===== config.mk =====
export PLATFORM = sky130hd
export DESIGN_NAME = awdr_front
export DESIGN_NICKNAME = d
export VERILOG_FILES = /design/src/design/accel_window_dead_reckoning_top_assert.svh /design/src/design/awdr_pkg.sv /design/src/design/awdr_front.sv
export SDC_FILE = /design/constraint.sdc
export NUM_CORES = 1
export LEC_CHECK = 0
export ABC_AREA = 1
export BUFFER_PORTS_ARGS = -buffer_cell sky130_fd_sc_hd__buf_2
export CELL_PAD_IN_SITES_DETAIL_PLACEMENT = 0
export CELL_PAD_IN_SITES_GLOBAL_PLACEMENT = 1
export CORE_MARGIN = 10
export CORE_UTILIZATION = 41
export DETAILED_ROUTE_END_ITERATION = 6
export PLACE_DENSITY = 0.84
export SLEW_MARGIN = 40
export SYNTH_ARGS = -nofsm -noshare
export SYNTH_HDL_FRONTEND = slang
export SYNTH_SLANG_ARGS = --single-unit

===== constraint.sdc =====
create_clock -name clk -period 5.2 [get_ports clk]
set_input_delay 0.52 -clock clk [delete_from_list [all_inputs] [get_ports clk]]
set_output_delay 0.52 -clock clk [all_outputs]
set_load 0.05 [all_outputs]

===== src/design/accel_window_dead_reckoning_top_assert.svh =====
// Assertion macros for the block's back end (awdr_back).
// Macros expect clk (and rst for AWDR_ASSERT) in the using scope.
`ifndef ACCEL_WINDOW_DEAD_RECKONING_TOP_ASSERT_SVH
`define ACCEL_WINDOW_DEAD_RECKONING_TOP_ASSERT_SVH
`ifndef SYNTHESIS
`define AWDR_ASSERT(lbl, prop) \
  lbl: assert property (@(posedge clk) disable iff (rst) prop) \
    else $error("awdr assertion failed");
`define AWDR_ASSERT_ALWAYS(lbl, prop) \
  lbl: assert property (@(posedge clk) prop) else $error("awdr check failed");
`else
`define AWDR_ASSERT(lbl, prop)
`define AWDR_ASSERT_ALWAYS(lbl, prop)
`endif
`endif


===== src/design/awdr_pkg.sv =====
package awdr_pkg;

  // field widths
  localparam int ACC_W      = 13;
  localparam int SMP_W      = 14;
  localparam int SUM_W      = 18;
  localparam int DT_W       = 16;
  localparam int REG_W      = 48;
  localparam int GRAV_W     = 11;
  localparam int LIM_W      = 4;
  localparam int WIN_W      = 3 * SMP_W;
  localparam int CFG_IDX_W  = 8;
  localparam int CFG_DATA_W = 11;

  // constant divider sizing: dividend magnitude, divisor, digit, reciprocal
  localparam int DVD_W = 64;
  localparam int DVS_W = 18;
  localparam int DIG_W = 16;
  localparam int RCP_W = 24;

  // input queue
  localparam int Q_DEPTH = 2;

  // config register indexes and reset values
  localparam logic [CFG_IDX_W-1:0] CFG_GRAVITY = 8'd0;
  localparam logic [CFG_IDX_W-1:0] CFG_STILL   = 8'd1;
  localparam logic [GRAV_W-1:0]    GRAV_RESET  = 11'd980;
  localparam logic [LIM_W-1:0]     LIM_RESET   = 4'd10;

  // position step divides by 2 * 1000 ms
  localparam logic [DVS_W-1:0] POS_DIVISOR = 18'd2000;
  // floor(2^(DVS_W+DIG_W) / divisor), used per quotient digit
  localparam logic [RCP_W-1:0] POS_RECIP   = RCP_W'((64'd1 << (DVS_W + DIG_W)) / 2000);

  typedef struct packed {
    logic signed [SMP_W-1:0] x;
    logic signed [SMP_W-1:0] y;
    logic signed [SMP_W-1:0] z;
    logic [DT_W-1:0]         dt;
  } item_t;

  typedef enum logic [3:0] {
    B_IDLE,
    B_READ,
    B_MUL1,
    B_DIV1,
    B_WAIT1,
    B_VEL,
    B_MUL2,
    B_DIV2,
    B_WAIT2,
    B_DONE
  } back_state_t;

endpackage


===== src/design/awdr_front.sv =====
module awdr_front (
  input  logic                               clk,
  input  logic                               rst,
  input  logic                               push,
  output logic                               full,
  input  logic signed [awdr_pkg::ACC_W-1:0]  accel_x,
  input  logic signed [awdr_pkg::ACC_W-1:0]  accel_y,
  input  logic signed [awdr_pkg::ACC_W-1:0]  accel_z,
  input  logic [awdr_pkg::DT_W-1:0]          elapsed_ms,
  input  logic [awdr_pkg::GRAV_W-1:0]        gravity_offset,
  output awdr_pkg::item_t                    q_item,
  output logic                               q_valid,
  input  logic                               q_pop
);
  import awdr_pkg::*;

  localparam int CNT_W = $clog2(Q_DEPTH + 1);
  localparam int PTR_W = $clog2(Q_DEPTH);
  localparam logic [CNT_W-1:0] FULL_CNT = CNT_W'(Q_DEPTH);
  localparam logic [PTR_W-1:0] LAST_PTR = PTR_W'(Q_DEPTH - 1);

  item_t            entries [Q_DEPTH];
  logic [PTR_W-1:0] wr_ptr;
  logic [PTR_W-1:0] rd_ptr;
  logic [CNT_W-1:0] count;
  logic             do_push;
  logic             do_pop;
  item_t            new_item;

  // sign-extend, z = gravity_offset - accel_z
  always_comb begin
    new_item.x  = SMP_W'(accel_x);
    new_item.y  = SMP_W'(accel_y);
    new_item.z  = $signed({3'b000, gravity_offset}) - SMP_W'(accel_z);
    new_item.dt = elapsed_ms;
  end

  assign full    = count == FULL_CNT;
  assign q_valid = count != '0;
  assign q_item  = entries[rd_ptr];
  assign do_push = push && !full;
  assign do_pop  = q_pop && q_valid;

  // queue pointers and fill count
  always_ff @(posedge clk) begin
    if (rst) begin
      wr_ptr <= '0;
      rd_ptr <= '0;
      count  <= '0;
    end else begin
      if (do_push) begin
        wr_ptr <= (wr_ptr == LAST_PTR) ? '0 : wr_ptr + 1'b1;
      end
      if (do_pop) begin
        rd_ptr <= (rd_ptr == LAST_PTR) ? '0 : rd_ptr + 1'b1;
      end
      if (do_push && !do_pop) begin
        count <= count + 1'b1;
      end else if (do_pop && !do_push) begin
        count <= count - 1'b1;
      end
    end
  end

  // queue storage
  always_ff @(posedge clk) begin
    if (do_push) begin
      entries[wr_ptr] <= new_item;
    end
  end

endmodule


==> impl_results.md <==
* Outcome: complete, no violations
* Final Critical Period at 2.71 ns
* Global route overflow at 0
* Drt drc at 0
* Worst hold slack at 0.309 ns
* Final wirelength at 10.4 mm
* Drt wl/cell at 15.2 µm
* First-pass iteration count of the detailed router at 4
* Vias post-DR at 3170
* Layout Skew at 0.00684 ns
* Starting Density at 42.0%
* Clock buffer count from CTS at 17
* Detail Route Antenna Nets at 0
* Slew Viols, Final at 0
* Largest net degree at the start of global routing at 44
* Total number of H-tree levels at 4
* Worst hold path class: in -> reg
* Avg Cell Area, Syn at 14.0 µm²
* Cell Pwr Density at 553 mW/mm²
* Number of global-route vias before repair at 3418
* Req. time, crit path at 4.68 ns
* Mapped Area at 0.00506 mm²
* Layout cell share with drive strength beyond 1 at 43.1%
* Die footprint at 0.0172 mm²
* Placed wire-length estimate at 7.63 mm
* GRT Util Overall at 12.3%
* Clock Sinks at 117
* CP arrival at 2.19 ns
* Root buf cell: clkbuf_16
* #FFs+latches synth at 117
* CTS tree: built
* First-pass GRT wire length at 16.9 mm
* Standard-cell row count at 40
* Horiz. Die Dim at 131 µm
* Crit Path Category: reg -> out
* Slew headroom at 50.5%
* Post-synthesis cell count at 362
* Post_cts resized at 0
* Hold Buf Count CTS at 0
* Reg clk slew, reported paths at 0.05 ns
* Most frequent cells in the layout: buf_2, edfxtp_1, nand2_1
* Initial drt markers at 173
* Post-route setup TNS at 0 ns
* Worst-Skew Late Latency at 0.40 ns
* Non-filler cells, final at 686
* Most common cell after layout, fill and taps aside: buf_2
* Max FO, Critical Path at 34
* Max_cap viols at 0
* Highest Clock Rate at 0.369 GHz
* Synth warn at 0
* Syn nets at 445
* Cells after DPL at 654
* Worst-case clock buffer depth at 2
* Post-Route Utilization at 54.1%
* Worst r2r src: count[1]
* Gpl congestion at 0.794
* Critical Path Sink Type: output pin
* P_leak at 0.00274 µW
* Layout area overhead at 28.7%
* Yosys cell types at 25
* Initial antenna violation count at 0
* Final Cell Area at 0.00652 mm²
* Vias per std cell at 4.62
* Hold Startpoint: accel_x[4]
* Io pins at 130
* IO Port Bufs at 129
* Number of buffers added for setup after CTS at 0
* Unrepaired setup endpoints after global routing: false
* ANT cells at 0
* Die Y at 131 µm
* Final #Nets at 588
* Worst Max-Slew Pin Slew at 0.735 ns
* Endpoints failing hold at 0
* Final period util at 52.1%
* Core area at 0.0121 mm²
* Sequential area share after synthesis at 68.4%
* Crit path launch type: flip-flop
* Area after DPL at 0.00588 mm²
* Max IR drop VDD at 0.234 mV
* Setup violators final at 0
[critical path, cell delays in order (launching register included)]
cell and delay [ns]:
dfxtp_2 0.66, buf_4 0.50, mux2_2 0.40, buf_2 0.22
[stage by stage]
step                power, µW  setup WS, ns
floorplan                2160          1.70
global placement         2380          2.87
detailed placement       2400          2.83
CTS                      3640          2.43
global route             3750          2.35
finish                   3600          2.49
[worst paths after layout]
check	cells past startpoint	endpoint	slack (ns)
worst min register to register	2	flip-flop	0.48
worst max register to register	4	entries[0][14]	3.04
worst min-delay path	1	entries[0][48]	0.31
worst max-delay path	3	q_item[2]	2.49
[metal layers]
metal | share of wire (%) | global-route usage (%) | vias up
li1 | - | - | 1554
met1 | 43 | 13.9 | 1496
met2 | 49 | 20.2 | 107
met3 | 6.9 | 4.31 | 13
met4 | 1.8 | 6.31 | 0
met5 | 0 | 0 | -
[area by class of cell]
| class | instances | area (µm²) |
|---|---|---|
| fillers | 1021 | 5540 |
| flip-flops and latches | 117 | 3460 |
| multi-input cells | 190 | 1360 |
| repair buffers | 132 | 668 |
| clock buffers | 18 | 429 |
| well taps | 168 | 210 |
| clock inverters | 14 | 208 |
| inverters | 47 | 176 |
[cell families (layout without fill, tap and decap cells)]
family,after synthesis,in the layout,share of synthesized area (%)
buffers and inverters,55,211,4.99
XOR/XNOR,6,6,1.04
AO/OA/AOI/OAI,11,11,1.19
multiplexers,56,56,12.5
flip-flops,117,117,68.4
AND/OR/NAND/NOR,104,104,8.60
adder cells (fa/ha/maj),13,13,3.36
[cell usage after synthesis (all sizes together)]
cell type | count | area, µm²
edfxtp | 112 | 3360
nand2 | 65 | 249
mux2 | 56 | 631
inv | 47 | 176
nor2 | 16 | 60.1
nand3 | 13 | 65.1
ha | 12 | 150
buf | 8 | 76.3
a21oi | 7 | 35.0
dfxtp | 5 | 100
nand4 | 5 | 31.3
xor2 | 5 | 43.8
nor3 | 2 | 10.0
o21ai | 2 | 10.0
a21boi | 1 | 7.51
and2 | 1 | 6.26
fa | 1 | 20.0
nor3b | 1 | 7.51
o21bai | 1 | 7.51
or2 | 1 | 6.26
xnor2 | 1 | 8.76
[sequential cells by signal, indices dropped and copies added (netlist names), named ones only]
signal	cells
count	2
rd_ptr	1
wr_ptr	1
entries	112
[power breakdown]
group | total (µW) | switching [µW] | internal [µW]
Clock | 1240 | 391 | 846
Sequential | 1260 | 48.9 | 1210
Combinational | 1110 | 812 | 298
Power figures use the tool's default switching activity.
